### config.mk
export PLATFORM = sky130hd
export DESIGN_NAME = heater_vent_window_controller
export DESIGN_NICKNAME = d
export VERILOG_FILES = /design/src/hdl/hvwc_pkg.sv /design/src/hdl/heater_vent_window_controller.sv /design/src/hdl/hvwc_cfg_regs.sv /design/src/hdl/hvwc_step.sv
export SDC_FILE = /design/constraint.sdc
export NUM_CORES = 1
export LEC_CHECK = 0
export ABC_AREA = 1
export BUFFER_PORTS_ARGS = -buffer_cell sky130_fd_sc_hd__buf_2
export CORE_MARGIN = 2
export CORE_UTILIZATION = 40
export DETAILED_ROUTE_END_ITERATION = 16
export GPL_ROUTABILITY_DRIVEN = 0
export PLACE_DENSITY_LB_ADDON = 0.3
export SKIP_CTS_REPAIR_TIMING = 1
export SLEW_MARGIN = 20
export SYNTH_ARGS = -nofsm -noshare
export SYNTH_HDL_FRONTEND = slang
export SYNTH_HIERARCHICAL = 1
export SYNTH_SLANG_ARGS = --single-unit
### constraint.sdc
create_clock -name clk_i -period 10.3 [get_ports clk_i]
set_clock_uncertainty 0.05 [all_clocks]
set_input_delay 0.515 -clock clk_i [delete_from_list [all_inputs] [get_ports clk_i]]
set_output_delay 0.515 -clock clk_i [all_outputs]
set_load 0.03 [all_outputs]
### src/hdl/hvwc_pkg.sv
// Shared types and constants for the heater and vent window controller.
package hvwc_pkg;

  typedef enum logic [1:0] {
    OP_SAMPLE = 2'd0,
    OP_MINUTE = 2'd1,
    OP_PAUSE  = 2'd2,
    OP_MANUAL = 2'd3
  } op_e;

  typedef enum logic [2:0] {
    CFG_MIN_HUMIDITY   = 3'd0,
    CFG_VENT_OFFSET    = 3'd1,
    CFG_VENT_WINDOW    = 3'd2,
    CFG_MAX_TEMP_NORM  = 3'd3,
    CFG_MAX_TEMP_MAN   = 3'd4,
    CFG_HEAT_OFFSET    = 3'd5,
    CFG_HEAT_WINDOW    = 3'd6,
    CFG_HYSTERESIS     = 3'd7
  } cfg_idx_e;

  localparam int unsigned CfgIdxW  = 3;
  localparam int unsigned CfgDataW = 8;
  localparam int unsigned MinuteW  = 10;

  localparam logic [7:0] MinHumidityRst = 8'd60;
  localparam logic [7:0] VentOffsetRst  = 8'd10;
  localparam logic [7:0] VentWindowRst  = 8'd5;
  localparam logic [7:0] MaxTempNormRst = 8'd25;
  localparam logic [7:0] MaxTempManRst  = 8'd30;
  localparam logic [7:0] HeatOffsetRst  = 8'd10;
  localparam logic [7:0] HeatWindowRst  = 8'd5;
  localparam logic [7:0] HysteresisRst  = 8'd2;

  localparam logic [MinuteW-1:0] MinuteRst =
    (VentOffsetRst > HeatOffsetRst) ? {2'b00, HeatOffsetRst} : {2'b00, VentOffsetRst};

  typedef struct packed {
    logic [7:0] min_humidity;
    logic [7:0] vent_offset;
    logic [7:0] vent_window;
    logic [7:0] max_temp_normal;
    logic [7:0] max_temp_manual;
    logic [7:0] heat_offset;
    logic [7:0] heat_window;
    logic [7:0] hysteresis;
  } cfg_t;

  typedef struct packed {
    logic [MinuteW-1:0] minute_count;
    logic [7:0]         last_temp;
    logic [6:0]         last_hum;
    logic               manual_mode;
    logic               heat_en;
    logic               fan_en;
    logic               heater_pend;
    logic               fan_pend;
    logic               heater_pin;
    logic               fan_pin;
  } state_t;

  localparam state_t StateRst = '{
    minute_count: MinuteRst,
    last_temp:    8'd0,
    last_hum:     7'd0,
    manual_mode:  1'b0,
    heat_en:      1'b0,
    fan_en:       1'b0,
    heater_pend:  1'b0,
    fan_pend:     1'b0,
    heater_pin:   1'b0,
    fan_pin:      1'b0
  };

  typedef struct packed {
    op_e        op;
    logic [7:0] temperature;
    logic [6:0] humidity;
  } word_t;

endpackage

### src/hdl/heater_vent_window_controller.sv
// Top level of the heater and vent window controller: word register, state and result register.
//
// Usage:
//   s_axis carries event words: tuser holds the op code (sample, minute tick,
//   pause tick, manual toggle), tdata holds temperature and humidity, used for
//   samples only. Every accepted word yields exactly one result word on m_axis:
//   heater_on, vent_on, heater_drive, vent_drive and manual_on.
//   A word accepted on s_axis is registered in the word register, then processed by
//   single-pass logic into the result register when that register is free or
//   being read, so a receiver stall can hold it. Throughput is one word per cycle
//   while the receiver keeps m_axis_tready high.
//   When the receiver stalls, the result register holds its word and the word
//   register takes one more input; s_axis_tready then drops until m_axis moves.
//   Configuration is to be written through cfg_we_i/cfg_idx_i/cfg_data_i only while the
//   block is idle; the block itself does not enforce this. It takes effect on the next word.
//   Reset clears both channels, loads register defaults, zeroes all readings
//   and flags, and sets the minute counter to the smaller of the two offsets.
module heater_vent_window_controller (
  input  logic                          clk_i,
  input  logic                          rst_ni,
  input  logic                          s_axis_tvalid,
  output logic                          s_axis_tready,
  input  logic [15:0]                   s_axis_tdata,  // temperature[7:0], humidity[14:8]
  input  logic [1:0]                    s_axis_tuser,  // op[1:0]
  output logic                          m_axis_tvalid,
  input  logic                          m_axis_tready,
  output logic [7:0]                    m_axis_tdata,  // heater_on, vent_on, heater_drive,
                                                       // vent_drive, manual_on
  input  logic                          cfg_we_i,
  input  logic [hvwc_pkg::CfgIdxW-1:0]  cfg_idx_i,
  input  logic [hvwc_pkg::CfgDataW-1:0] cfg_data_i
);

  hvwc_pkg::cfg_t   cfg;
  hvwc_pkg::word_t  word_q;
  hvwc_pkg::state_t state_q;
  hvwc_pkg::state_t state_d;
  logic             in_valid_q;
  logic             out_valid_q;
  logic [4:0]       out_q;
  logic             advance;

  hvwc_cfg_regs u_cfg (
    .clk_i      (clk_i),
    .rst_ni     (rst_ni),
    .cfg_we_i   (cfg_we_i),
    .cfg_idx_i  (cfg_idx_i),
    .cfg_data_i (cfg_data_i),
    .cfg_o      (cfg)
  );

  hvwc_step u_step (
    .cfg_i   (cfg),
    .state_i (state_q),
    .word_i  (word_q),
    .state_o (state_d)
  );

  assign advance       = in_valid_q && (!out_valid_q || m_axis_tready);
  assign s_axis_tready = !in_valid_q || advance;

  always_ff @(posedge clk_i or negedge rst_ni) begin
    if (!rst_ni) begin
      in_valid_q <= 1'b0;
    end else if (s_axis_tready) begin
      in_valid_q <= s_axis_tvalid;
    end
  end

  always_ff @(posedge clk_i) begin
    if (s_axis_tready && s_axis_tvalid) begin
      word_q.op          <= hvwc_pkg::op_e'(s_axis_tuser);
      word_q.temperature <= s_axis_tdata[7:0];
      word_q.humidity    <= s_axis_tdata[14:8];
    end
  end

  always_ff @(posedge clk_i or negedge rst_ni) begin
    if (!rst_ni) begin
      state_q     <= hvwc_pkg::StateRst;
      out_valid_q <= 1'b0;
    end else begin
      if (advance) begin
        state_q     <= state_d;
        out_valid_q <= 1'b1;
      end else if (m_axis_tready) begin
        out_valid_q <= 1'b0;
      end
    end
  end

  always_ff @(posedge clk_i) begin
    if (advance) begin
      out_q <= {state_d.manual_mode, state_d.fan_pin, state_d.heater_pin,
                state_d.fan_en, state_d.heat_en};
    end
  end

  assign m_axis_tvalid = out_valid_q;
  assign m_axis_tdata  = {3'b000, out_q};

  a_heater_pin_en : assert property (@(posedge clk_i) disable iff (!rst_ni)
    state_q.heater_pin |-> state_q.heat_en) else $error("heater pin without enable");
  a_fan_pin_en : assert property (@(posedge clk_i) disable iff (!rst_ni)
    state_q.fan_pin |-> state_q.fan_en) else $error("fan pin without enable");
  a_heater_pend_en : assert property (@(posedge clk_i) disable iff (!rst_ni)
    state_q.heater_pend |-> state_q.heat_en) else $error("heater pending without enable");
  a_fan_pend_en : assert property (@(posedge clk_i) disable iff (!rst_ni)
    state_q.fan_pend |-> state_q.fan_en) else $error("fan pending without enable");
  a_advance_out : assert property (@(posedge clk_i) disable iff (!rst_ni)
    advance |=> m_axis_tvalid) else $error("processed word lost");

endmodule

### src/hdl/hvwc_cfg_regs.sv
// Configuration register file for the heater and vent window controller.
module hvwc_cfg_regs (
  input  logic                          clk_i,
  input  logic                          rst_ni,
  input  logic                          cfg_we_i,
  input  logic [hvwc_pkg::CfgIdxW-1:0]  cfg_idx_i,
  input  logic [hvwc_pkg::CfgDataW-1:0] cfg_data_i,
  output hvwc_pkg::cfg_t                cfg_o
);

  hvwc_pkg::cfg_t   cfg_q;
  hvwc_pkg::cfg_idx_e idx;

  assign idx = hvwc_pkg::cfg_idx_e'(cfg_idx_i);

  always_ff @(posedge clk_i or negedge rst_ni) begin
    if (!rst_ni) begin
      cfg_q.min_humidity    <= hvwc_pkg::MinHumidityRst;
      cfg_q.vent_offset     <= hvwc_pkg::VentOffsetRst;
      cfg_q.vent_window     <= hvwc_pkg::VentWindowRst;
      cfg_q.max_temp_normal <= hvwc_pkg::MaxTempNormRst;
      cfg_q.max_temp_manual <= hvwc_pkg::MaxTempManRst;
      cfg_q.heat_offset     <= hvwc_pkg::HeatOffsetRst;
      cfg_q.heat_window     <= hvwc_pkg::HeatWindowRst;
      cfg_q.hysteresis      <= hvwc_pkg::HysteresisRst;
    end else if (cfg_we_i) begin
      case (idx)
        hvwc_pkg::CFG_MIN_HUMIDITY:  cfg_q.min_humidity    <= cfg_data_i;
        hvwc_pkg::CFG_VENT_OFFSET:   cfg_q.vent_offset     <= cfg_data_i;
        hvwc_pkg::CFG_VENT_WINDOW:   cfg_q.vent_window     <= cfg_data_i;
        hvwc_pkg::CFG_MAX_TEMP_NORM: cfg_q.max_temp_normal <= cfg_data_i;
        hvwc_pkg::CFG_MAX_TEMP_MAN:  cfg_q.max_temp_manual <= cfg_data_i;
        hvwc_pkg::CFG_HEAT_OFFSET:   cfg_q.heat_offset     <= cfg_data_i;
        hvwc_pkg::CFG_HEAT_WINDOW:   cfg_q.heat_window     <= cfg_data_i;
        hvwc_pkg::CFG_HYSTERESIS:    cfg_q.hysteresis      <= cfg_data_i;
        default: ;
      endcase
    end
  end

  assign cfg_o = cfg_q;

endmodule

### src/hdl/hvwc_step.sv
// Next-state logic for one controller word: cutoffs, minute windows, pause and toggle.
module hvwc_step (
  input  hvwc_pkg::cfg_t   cfg_i,
  input  hvwc_pkg::state_t state_i,
  input  hvwc_pkg::word_t  word_i,
  output hvwc_pkg::state_t state_o
);

  logic [8:0]                   heat_end;
  logic [8:0]                   vent_end;
  logic [hvwc_pkg::MinuteW-1:0] count_inc;
  logic [7:0]                   limit_pre;
  logic [7:0]                   limit_post;
  logic [7:0]                   low_temp;
  logic [7:0]                   high_hum;
  logic                         heat_in;
  logic                         vent_in;
  hvwc_pkg::state_t             s;

  assign heat_end  = {1'b0, cfg_i.heat_offset} + {1'b0, cfg_i.heat_window};
  assign vent_end  = {1'b0, cfg_i.vent_offset} + {1'b0, cfg_i.vent_window};
  assign count_inc = state_i.minute_count + 1'b1;
  assign heat_in   = (count_inc <= {1'b0, heat_end}) && (count_inc > {2'b00, cfg_i.heat_offset});
  assign vent_in   = (count_inc <= {1'b0, vent_end}) && (count_inc > {2'b00, cfg_i.vent_offset});
  assign high_hum  = cfg_i.min_humidity + cfg_i.hysteresis;

  always_comb begin
    s = state_i;
    if (word_i.op == hvwc_pkg::OP_SAMPLE) begin
      s.last_temp = word_i.temperature;
      s.last_hum  = word_i.humidity;
    end

    limit_pre = state_i.manual_mode ? cfg_i.max_temp_manual : cfg_i.max_temp_normal;
    low_temp  = limit_pre - cfg_i.hysteresis;

    // first cutoff pass
    if (s.last_temp > limit_pre) begin
      s.heat_en = 1'b0; s.heater_pend = 1'b0; s.heater_pin = 1'b0;
    end
    if (({1'b0, s.last_hum} < cfg_i.min_humidity) && !s.manual_mode) begin
      s.fan_en = 1'b0; s.fan_pend = 1'b0; s.fan_pin = 1'b0;
    end

    case (word_i.op)
      hvwc_pkg::OP_MINUTE: begin
        if (heat_in) begin
          if (s.last_temp < low_temp) begin
            s.heat_en = 1'b1; s.heater_pend = 1'b1;
          end
        end else begin
          s.heat_en = 1'b0; s.heater_pend = 1'b0; s.heater_pin = 1'b0;
        end
        if (vent_in) begin
          if ({1'b0, s.last_hum} > high_hum) begin
            s.fan_en = 1'b1; s.fan_pend = 1'b1;
          end
        end else if (!s.manual_mode) begin
          s.fan_en = 1'b0; s.fan_pend = 1'b0; s.fan_pin = 1'b0;
        end
        if ((count_inc > {1'b0, heat_end}) && (count_inc > {1'b0, vent_end})) begin
          s.minute_count = '0;
        end else begin
          s.minute_count = count_inc;
        end
      end
      hvwc_pkg::OP_PAUSE: begin
        if (s.heater_pend) begin
          s.heater_pin = 1'b1; s.heater_pend = 1'b0;
        end else if (s.fan_pend) begin
          s.fan_pin = 1'b1; s.fan_pend = 1'b0;
        end
      end
      hvwc_pkg::OP_MANUAL: begin
        s.manual_mode = !s.manual_mode;
        if (s.manual_mode) begin
          s.fan_en = 1'b1; s.fan_pend = 1'b1;
        end else begin
          s.fan_en = 1'b0; s.fan_pend = 1'b0; s.fan_pin = 1'b0;
        end
      end
      default: ;
    endcase

    // second cutoff pass, with the mode after the word
    limit_post = s.manual_mode ? cfg_i.max_temp_manual : cfg_i.max_temp_normal;
    if (s.last_temp > limit_post) begin
      s.heat_en = 1'b0; s.heater_pend = 1'b0; s.heater_pin = 1'b0;
    end
    if (({1'b0, s.last_hum} < cfg_i.min_humidity) && !s.manual_mode) begin
      s.fan_en = 1'b0; s.fan_pend = 1'b0; s.fan_pin = 1'b0;
    end

    state_o = s;
  end

endmodule

# [Yosys cells after proc, flatten, opt, wreduce, memory -nomap -nowiden]
# Cells that the tools add are included.
[op_classes] add_sub_neg=5 n_mul=0 n_div=0 n_lt_le_gt_ge=11 eq_ne=10 shift=0 mux=44 bitwise_logic=0 reduce_logical=25
[ops] cell="2-to-1 mux 1 bit" n=35
[ops] cell="> comparator 10 x 8 -> 1 bit" n=2
[ops] cell="> comparator 10 x 9 -> 1 bit" n=2
[ops] cell="<= comparator 10 x 9 -> 1 bit" n=2
[ops] cell="adder 8 x 8 -> 9 bit" n=2
[ops] cell="AND reduction 2 bit" n=9
[ops] cell="> comparator 8 bit" n=2
[ops] cell="2-to-1 mux 8 bit" n=2
[ops] cell="2-to-1 mux 15 bit" n=1
[ops] cell="== test 3 bit, second input constant" n=4
[ops] cell="adder 10 x 1 -> 10 bit, second input constant" n=1
[ops] cell="2-to-1 mux 10 bit" n=1
[ops] cell="adder 8 bit" n=1
[ops] cell="> comparator 7 x 8 -> 1 bit" n=1
[ops] cell="< comparator 7 x 8 -> 1 bit" n=1
[ops] cell="< comparator 8 bit" n=1
[ops] cell="subtractor 8 bit" n=1
[ops] cell="logical AND 1 bit" n=7
[ops] cell="== test 3 x 2 -> 1 bit, second input constant" n=2
[ops] cell="one-hot mux 1 bit (2 select lines)" n=3
[ops] cell="one-hot mux 1 bit (3 select lines)" n=2
[ops] cell="== test 2 bit, second input constant" n=2
[ops] cell="zero test 1 bit" n=4
[ops] cell="== test 3 x 1 -> 1 bit, second input constant" n=1
[ops] cell="other kinds (5)" n=6
[word_totals] register_bits=120 latchBits=0 ramBits=0 rom_bits=0 in_bits=34 out_inout_bits=10 word_cells=119 n_memories=0

# [Depth between registers and ports, before layout]
# Gate-level depths: netlist of the first run.
[depth] ltp_word=9 mapped_depth=24 ltp_nobuf=24

# [Hierarchy]
# Netlist of the first run, hierarchy kept.
[by_module_without_submodules] module="hvwc_step" n_inst=1 cells_per_inst=627 area_each_um2=3871.2 seq_area_each_um2=0.0
[by_module_without_submodules] module="hvwc_cfg_regs" n_inst=1 cells_per_inst=295 area_each_um2=2693.8 seq_area_each_um2=1626.6
[by_module_without_submodules] module="heater_vent_window_controller" n_inst=1 cells_per_inst=175 area_each_um2=2108.3 seq_area_each_um2=1514.0

# [Least setup slack after synthesis of the first run]
# Ideal clock, no wire load.
[synth_timing] path_kind="reg2reg" startpoint="reg state_q[6] (netlist name)" endpoint="reg state_q[5] (netlist name)" setup_time_ns=0.065 arrival_time_ns=3.191 required_ns=10.185 slack_ns=6.994 stages_incl_launch_ff=24 n_path_buf=1 synth_period_minus_slack_ns=3.306 path_cell_list="dfrtp_1 -> inv_1 -> buf_2 -> or2_2 -> o21ai_0 -> inv_1 -> ha_1 -> a21oi_1 -> nand2_1 -> a21oi_1 -> o21ai_1 -> a21o_1 -> a21oi_1 -> xor2_1 -> ha_1 -> inv_1 -> nor3_1 -> a211oi_1 -> nand3_1 -> nand2_1 -> nand2_1 -> nor2_1 -> nand3_1 -> nand2_1"
[synth_lines] element="start, declared" line="heater_vent_window_controller.sv:36" text="hvwc_pkg::state_t state_q;"
[synth_lines] element="start signal, assigned" line="heater_vent_window_controller.sv:80" text="state_q <= hvwc_pkg::StateRst;"
[synth_lines] element="start signal, assigned" line="heater_vent_window_controller.sv:84" text="state_q <= state_d;"

==> results of run 1 <==
per-layer routing:
| layer | global-route usage (%) | routed length, um |
|---|---|---|
| met2 | 27.0 | 8780 |
| met4 | 4.67 | 191 |
| met3 | 2.95 | 924 |
| met1 | 29.2 | 10600 |
| met5 | 0 | 0 |
layout make-up:
class                           count  area share (%)
Multi-Input combinational cell    834            50.5
Sequential cell                   120            33.2
Clock buffer                       22            5.13
Inverter                          112            4.49
Tap cell                          275            3.63
Timing Repair Buffer               42            2.33
Clock inverter                     10           0.740
worst max-delay path by stage:
stage / startpoint / endpoint / slack, ns / cells past startpoint
finish: state_q[6]$_DFFE_PN0P_ / state_q[5]$_DFFE_PN0P_ / 6.20 / 22
global route: state_q[6]$_DFFE_PN0P_ / state_q[5]$_DFFE_PN0P_ / 5.83 / 22
CTS: state_q[6]$_DFFE_PN0P_ / state_q[5]$_DFFE_PN0P_ / 6.17 / 22
detailed placement: state_q[6]$_DFFE_PN0P_ / state_q[5]$_DFFE_PN0P_ / 6.20 / 22
global placement: state_q[6]$_DFFE_PN0P_ / state_q[5]$_DFFE_PN0P_ / 6.27 / 22
floorplan: state_q[6]$_DFFE_PN0P_ / state_q[5]$_DFFE_PN0P_ / 6.99 / 23
cells by family after synthesis:
kind of cell,after synthesis
fa+ha+maj,110
compound gates,91
other cells,1
simple gates,594
xor+xnor,30
buf+inv,145
mux,6
flops,120
cell usage in the layout (no fill, tap or decap), types with 22 or more instances in the layout:
cell type	synthesis	layout
nor2_1	34	34
edfxtp_1	22	22
dfrtp_1	76	76
buf_2	6	38
nand3_1	100	100
nand2_1	412	412
ha_1	106	106
dfstp_2	22	22
inv_1	109	109
a21oi_1	44	44
power by group:
| group | internal (mW) | switching [mW] | total, mW |
|---|---|---|---|
| sequential | 0.597 | 0.0881 | 0.685 |
| combinational | 0.413 | 0.641 | 1.05 |
| clock | 0.334 | 0.226 | 0.560 |
| total | 1.34 | 0.955 | 2.30 |
synth_stat cells, drive strengths merged (2+ instances only):
master and instances:
nand2 427, inv 112, ha 106, nand3 106, dfrtp 76, a21oi 47, nor2 39, o21ai 29
dfstp 22, edfxtp 22, buf 21, xnor2 15, xor2 15, nand4 10, bufbuf 8, or2 7
mux2i 6, a21o 4, clkbuf 4, fa 4, a211oi 3, nor3 3, o21bai 3, and3 2
sequential cells by signal (all words and copies together) (netlist names):
register,count
in_valid_q,1
m_axis_tvalid,1
state_q,32
out_q,5
u_cfg/cfg_o,64
word_q,17
stage by stage:
stage / hold WS [ns] / power (mW) / util (%) / cell area, um^2
global placement: 0.404 / 1.70 / 42.1 / 8910
detailed placement: 0.409 / 1.73 / 42.1 / 8910
global route: 0.0908 / 2.51 / 44.8 / 9470
floorplan: 0.169 / 1.49 / - / 8680
CTS: 0.0679 / 2.31 / 44.8 / 9470
finish: 0.0492 / 2.30 / 44.8 / 9470
worst max-delay path: stages (launching register included):
cell and delay, ns:
dfrtp_1 0.55, inv_1 0.27, or2_2 0.34, o21ai_0 0.13, inv_1 0.07, ha_1 0.34, a21oi_1 0.16, nand2_1 0.09
a21oi_1 0.16, o21ai_1 0.11, a21o_1 0.16, a21oi_1 0.15, xor2_1 0.17, ha_1 0.28, inv_1 0.06, nor3_1 0.04
a211oi_1 0.28, nand3_1 0.13, nand2_1 0.09, nand2_1 0.05, nor2_1 0.17, nand3_1 0.09, nand2_1 0.10
==> impl_metrics.json, run 1 <==
{
  "status": "finished, final reports clean",
  "first_iter_violations": 633,
  "cp-end-kind": "register",
  "hpwl_mm": 14.8,
  "clock_sinks": 120,
  "hold_viol": 0,
  "synth-xor-area-share_pct": 3.03,
  "dp_slack_ns": 6.20,
  "grt_overflow": 0,
  "ir_worst_vdd_uv": 132,
  "rsz0062_at_grt": "no",
  "cts_made_buffers": 17,
  "cts.path.max_buffers": 2,
  "min_path_type": "in -> async",
  "start_util_pct": 41.0,
  "slew_violations": 0,
  "yosysWarnings": 6,
  "async_reset_ff_share_pct": 81.7,
  "placed_cells": 1383,
  "slew_headroom_pct": 39.2,
  "synth_area_leaders": "dfrtp_1, nand2_1, ha_1",
  "stdcell_count": 1415,
  "synth_cells": 1097,
  "crit_fanout": 13,
  "worst-r2r-setup-slack_ns": 6.20,
  "first_pass_iters": 5,
  "coreArea_um2": 21200,
  "path_class": "reg -> reg",
  "power_per_cell_area_nw_per_um2": 243,
  "synth_fa_ha_area_share_pct": 16.2,
  "synth-main-ff-cell": "dfrtp_1",
  "seq_area_um2": 3140,
  "setup_viol": 0,
  "synth_compound_area_share_pct": 5.86,
  "nets": 1271,
  "drive_gt1_share_pct": 11.8,
  "diodes": 0,
  "setup_ws_ns": 6.20,
  "vias": 7031,
  "io_buffers": 39,
  "r2r_cells": 22,
  "arrival_ns": 4.40,
  "multiInputGateArea_um2": 4780,
  "clk_pin_slew_ns": 0.06,
  "critPathRequiredTime_ns": 10.60,
  "synth-edff-count": 22,
  "syn2layout_area_growth_pct": 9.16,
  "io_pins": 44,
  "max_freq_mhz": 244,
  "synth_top_family_by_area": "simple AND/OR/NAND/NOR gates",
  "synth-simple-area-share_pct": 29.2,
  "p_leak_nw": 5.09,
  "r2r_start": "state_q[6]$_DFFE_PN0P_",
  "clk_latency_ns": 0.42,
  "syn_area_um2": 8670,
  "wire_per_inst_um": 14.5,
  "grt_pass1_vias": 6350,
  "synthMuxAreaShare_pct": 0.692,
  "cap_violations": 0,
  "setup_tns_ns": 0,
  "post-route-drc-count": 0,
  "period_minus_slack_ns": 4.10,
  "synth_top_area_share_pct": 21.9,
  "cts-root-buf": "clkbuf_16",
  "grt_pass1_wl_mm": 33.3,
  "ys_seq_elements": 120,
  "tightest_slew_ns": 0.900,
  "grt_max_degree": 54,
  "ys_types": 49,
  "synth_seq_area_share_pct": 36.2,
  "grt_usage_pct": 18.8,
  "fp.dieH_um": 151,
  "std_cell_rows": 53,
  "avgSynthCellArea_um2": 7.91,
  "fin_crit_sh_pct": 39.8,
  "antenna_found_initial": 0,
  "reg2reg_to": "state_q[5]$_DFFE_PN0P_",
  "start_kind": "register",
  "die-area_um2": 22900,
  "totalWireLength_mm": 20.5,
  "n_fill_cell": 2083,
  "synth_top_cell_by_area": "dfrtp_1",
  "chipWidth_um": 151,
  "via_per_inst": 4.97,
  "antenna_left": 0,
  "cts_tree": "built",
  "htree_levels": 4
}
(Power assumes the default switching activity.)
==> inputs of run 2 (changes only) <==
Clock period 10.3 ns to 3.4 ns, I/O delays scaled along.
==> impl_metrics.json, run 2 (same netlist as run 1, synthesis figures left out) <==
{
  "status": "finished, violations left",
  "violations": "setup timing",
  "clk_latency_ns": 0.42,
  "stdcell_count": 1474,
  "diodes": 0,
  "cts_made_buffers": 17,
  "cts-root-buf": "clkbuf_16",
  "hp-start": "cfg_data_i[3]",
  "vias": 7383,
  "crit_slowest_cell": "dfrtp_1",
  "crit_buf_inv": 5,
  "hold-path-cell-count": 3,
  "drive_gt1_share_pct": 19.3,
  "start_util_pct": 41.0,
  "critical_path.most_common_cell": "a21oi_2",
  "tightest_slew_ns": 0.688,
  "io_pins": 44,
  "min_path_type": "in -> reg",
  "placed_cells": 1410,
  "std_cell_rows": 53,
  "grt_pass1_vias": 6816,
  "cts.path.max_buffers": 2,
  "nets": 1330,
  "fin_crit_sh_pct": 100,
  "fp.dieH_um": 151,
  "antenna_left": 0,
  "htree_levels": 4,
  "hpwl_mm": 15.4,
  "max_freq_mhz": 294,
  "critPathTopFamily": "compound AO/OA/AOI/OAI gates",
  "grt_pass1_wl_mm": 34.5,
  "setup_ws_ns": -0.00243,
  "r2r_cells": 22,
  "p_leak_nw": 5.42,
  "hold_viol": 0,
  "post-route-drc-count": 0,
  "first_pass_iters": 6,
  "dp_slack_ns": -0.136,
  "clk_pin_slew_ns": 0.06,
  "mostFrequentLayoutCells": "nand2_1, inv_1, ha_1",
  "start_kind": "register",
  "power_per_cell_area_nw_per_um2": 762,
  "arrival_ns": 3.53,
  "coreArea_um2": 21200,
  "reg2reg_to": "out_q[0]$_DFFE_PP_",
  "period_minus_slack_ns": 3.40,
  "largest_reg_flops": 64,
  "r2r_start": "state_q[6]$_DFFE_PN0P_",
  "crit_fanout": 4,
  "via_per_inst": 5.01,
  "die-area_um2": 22900,
  "grt_usage_pct": 19.3,
  "worst-r2r-setup-slack_ns": -0.002,
  "first_iter_violations": 536,
  "chipWidth_um": 151,
  "slew_headroom_pct": 54.1,
  "grt_max_degree": 62,
  "clock_sinks": 120,
  "syn2layout_area_growth_pct": 18.7,
  "cts_tree": "built",
  "wire_per_inst_um": 14.8,
  "cp_cell_sequence": "inv_2 -> or2_4 -> o21ai_2 -> buf_6 -> inv_6 -> ha_4 -> a21oi_2 -> nand2_2 -> a21oi_2 -> o21ai_2 -> a21o_1 -> a21oi_2 -> xor2_1 -> ha_1 -> buf_4 -> nand4_1 -> a21o_1 -> nand3_1 -> nand2_1 -> nand2_1 -> nor2_2 -> buf_4",
  "cp-end-kind": "register",
  "totalWireLength_mm": 21.8,
  "layout_commonest_cell": "nand2_1",
  "setup_viol": 1,
  "critPathRequiredTime_ns": 3.53,
  "antenna_found_initial": 0,
  "path_class": "reg -> reg",
  "ir_worst_vdd_uv": 370,
  "slew_violations": 0,
  "io_buffers": 39,
  "max_stage_delay_ns": 0.36,
  "rsz0062_at_grt": "yes",
  "grt_overflow": 0,
  "cap_violations": 0,
  "finalPower_mw": 7.84,
  "holdPathEnd": "u_cfg/cfg_o[19]$_DFFE_PN1P_"
}
-- run 2: how the worst max path moves through the flow --
stage                           startpoint                endpoint  slack [ns]  cells past startpoint
detailed placement  state_q[6]$_DFFE_PN0P_  state_q[5]$_DFFE_PN0P_       -0.14                     21
CTS                 state_q[6]$_DFFE_PN0P_  state_q[5]$_DFFE_PN0P_       -0.16                     21
floorplan           state_q[6]$_DFFE_PN0P_  state_q[5]$_DFFE_PN0P_        0.09                     23
global route        state_q[6]$_DFFE_PN0P_  state_q[5]$_DFFE_PN0P_       -0.17                     22
finish              state_q[6]$_DFFE_PN0P_      out_q[0]$_DFFE_PP_      -0.002                     22
global placement    state_q[6]$_DFFE_PN0P_  state_q[5]$_DFFE_PN0P_       -0.01                     21
-- run 2: layout make-up --
class	instances	area [um^2]
Clock buffer	22	484
Clock inverter	10	116
Fill cell	2009	10900
Inverter	112	430
Multi-Input combinational cell	835	5050
Sequential cell	120	3140
Tap cell	275	344
Timing Repair Buffer	100	723
-- run 2: where the power goes --
| part | internal (mW) | switching [mW] | leakage [nW] |
|---|---|---|---|
| Clock | 1.16 | 0.694 | 0.289 |
| Sequential | 1.81 | 0.242 | 1.42 |
| Combinational | 1.69 | 2.25 | 3.72 |
| Total | 4.66 | 3.18 | 5.42 |
-- run 2: per-stage QoR --
step	cell area (um^2)	hold slack (ns)	utilization [%]	TNS, ns
floorplan	8680	-0.176	-	0
global placement	9130	0.140	43.1	-0.0149
detailed placement	9130	0.141	43.1	-0.224
CTS	9730	-0.307	46.0	-0.283
global route	10300	0.00984	48.6	-0.628
finish	10300	0.00655	48.6	-0.00243
-- run 2: layer usage --
layer,share of wire [%],up-vias,GRT usage [%],routed length (um)
met5,0,-,0,0
met4,1.5,0,5.56,322
met3,3.7,23,2.86,805
met2,43,166,29.8,9470
met1,51,3463,28.1,11200
li1,-,3731,-,-
-- run 2: worst min-delay path, stage by stage --
cell and delay, ns:
buf_2 0.17, nand2_1 0.09, nand2_1 0.05
==> inputs of run 3 (changes only) <==
Settings changed: SYNTH_HIERARCHICAL 1 to unset.
==> impl_metrics.json, run 3 <==
{
  "synth_top_cell_by_area": "dfrtp_1",
  "start_kind": "register",
  "synth_area_leaders": "dfrtp_1, ha_1, nand2_1",
  "post-route-drc-count": 0,
  "arrival_ns": 3.54,
  "io_pins": 44,
  "cp-end-kind": "register",
  "status": "finished, violations left",
  "std_cell_rows": 51,
  "ir_worst_vdd_uv": 423,
  "synth_cells": 969,
  "path_class": "reg -> reg",
  "antenna_left": 0,
  "drive_gt1_share_pct": 16.1,
  "whs_ns": -0.0327,
  "slew_headroom_pct": 32.6,
  "start_util_pct": 41.0,
  "r2r_start": "state_q[6]$_DFFE_PN0P_",
  "syn2layout_area_growth_pct": 20.4,
  "synth_commonest_cells": "nand2_1, inv_1, o21ai_0, ha_1, dfrtp_1",
  "nets": 1196,
  "violations": "hold timing",
  "critPathRequiredTime_ns": 3.71,
  "max_freq_mhz": 310,
  "crit_fanout": 6,
  "clk_pin_slew_ns": 0.06,
  "io_buffers": 39,
  "clock_sinks": 120,
  "placed_cells": 1272,
  "setup_viol": 0,
  "hold_viol": 2,
  "worst-r2r-setup-slack_ns": 0.17,
  "fin_crit_sh_pct": 95.0,
  "cts-root-buf": "clkbuf_16",
  "wire_per_inst_um": 14.1,
  "cts.path.max_buffers": 2,
  "mostFrequentLayoutCells": "nand2_1, inv_1, o21ai_0",
  "grt_pass1_wl_mm": 30.8,
  "totalWireLength_mm": 18.7,
  "ys_seq_elements": 120,
  "cts_made_buffers": 17,
  "coreArea_um2": 19500,
  "stdcell_count": 1330,
  "grt_pass1_vias": 6189,
  "synth.most_common_cell": "nand2_1",
  "syn_area_um2": 8010,
  "cts_tree": "built",
  "htree_levels": 4,
  "via_per_inst": 4.90,
  "die-area_um2": 21200,
  "yosysWarnings": 0,
  "grt_usage_pct": 18.1,
  "min_path_type": "in -> reg",
  "period_minus_slack_ns": 3.23,
  "synth-edff-count": 22,
  "finalPower_mw": 7.97,
  "antenna_found_initial": 0,
  "synth_top_area_share_pct": 23.7,
  "synth-main-ff-cell": "dfrtp_1",
  "rsz0062_at_grt": "yes",
  "clk_latency_ns": 0.42,
  "power_per_cell_area_nw_per_um2": 827,
  "tightest_slew_ns": 1.01,
  "p_leak_nw": 4.84,
  "async_reset_ff_share_pct": 81.7,
  "cap_violations": 0,
  "largest_reg_flops": 64,
  "first_iter_violations": 325,
  "hpwl_mm": 13.6,
  "ys_types": 43,
  "chipWidth_um": 146,
  "vias": 6511,
  "synth_seq_area_share_pct": 39.2,
  "fp.dieH_um": 146,
  "cp-startpoint": "state_q[6]$_DFFE_PN0P_",
  "avgSynthCellArea_um2": 8.27,
  "layout_commonest_cell": "nand2_1",
  "first_pass_iters": 5,
  "grt_overflow": 0,
  "grt_max_degree": 82,
  "slew_violations": 0,
  "diodes": 0,
  "hp-start": "m_axis_tready"
}
run 3: power by group:
part	internal (mW)	switching [mW]
Sequential	1.83	0.228
Clock	1.29	0.670
Combinational	1.64	2.31
Total	4.77	3.21
run 3: logic make-up (layout without fill, tap and decap cells):
group / count (synthesis) / count (layout) / synth area share (%)
XOR/XNOR: 30 / 30 / 3.37
multiplexers: 6 / 6 / 0.750
AND/OR/NAND/NOR: 350 / 350 / 18.4
AO/OA/AOI/OAI: 195 / 195 / 12.7
other: 1 / 3 / 0.0468
buffers and inverters: 157 / 251 / 7.92
adder cells (fa/ha/maj): 110 / 110 / 17.6
flip-flops: 120 / 120 / 39.2
run 3: path summary, 6_finish.rpt:
| check | endpoint | depth (start not counted) |
|---|---|---|
| max in group asynchronous | state_q[14]$_DFFE_PN0P_ | 3 |
| min in group asynchronous | u_cfg.cfg_o[43]$_DFFE_PN0P_ | 2 |
| worst max register to register | state_q[5]$_DFFE_PN0P_ | 19 |
| worst min-delay path | m_axis_tvalid$_DFFE_PN0P_ | 4 |
| worst min register to register | state_q[3]$_DFFE_PN0P_ | 2 |
| worst max-delay path | state_q[5]$_DFFE_PN0P_ | 19 |
run 3: stage by stage:
step,setup WS [ns],TNS (ns),util [%],area [um^2]
final,0.169,0,49.4,9640
after global routing,-0.0664,-0.0916,49.4,9640
after CTS,-0.0541,-0.0541,47.2,9220
after detailed placement,-0.0383,-0.0383,44.0,8580
after global placement,-0.0123,-0.0123,44.0,8580
after floorplan,0.0805,0,-,8020
run 3: critical path: stages (launching register included):
cell and delay, ns:
dfrtp_1 0.39, buf_4 0.17, o21ai_2 0.18, inv_2 0.06, ha_1 0.28, nand3_1 0.09, nand2_2 0.07, a21oi_2 0.16
o21ai_2 0.07, a21o_1 0.17, a21oi_2 0.13, xor2_1 0.16, ha_1 0.28, buf_6 0.14, a211oi_4 0.24, nand3_1 0.10
a21oi_1 0.15, and2_1 0.16, nand2_1 0.06, nand2_1 0.08
run 3: final cells by class:
type / count / area [um^2]
fillers: 1886 / 9880
multi-input cells: 694 / 4400
flip-flops and latches: 120 / 3140
repair buffers: 87 / 638
inverters: 132 / 495
clock buffers: 18 / 429
well taps: 265 / 332
clock inverters: 14 / 205
run 3: per-layer routing:
layer	global-route usage, %	routed length, um	up-vias
li1	-	-	3351
met1	24.7	9210	3040
met2	29.1	8670	92
met3	3.54	525	28
met4	5.74	304	0
met5	0	0	-
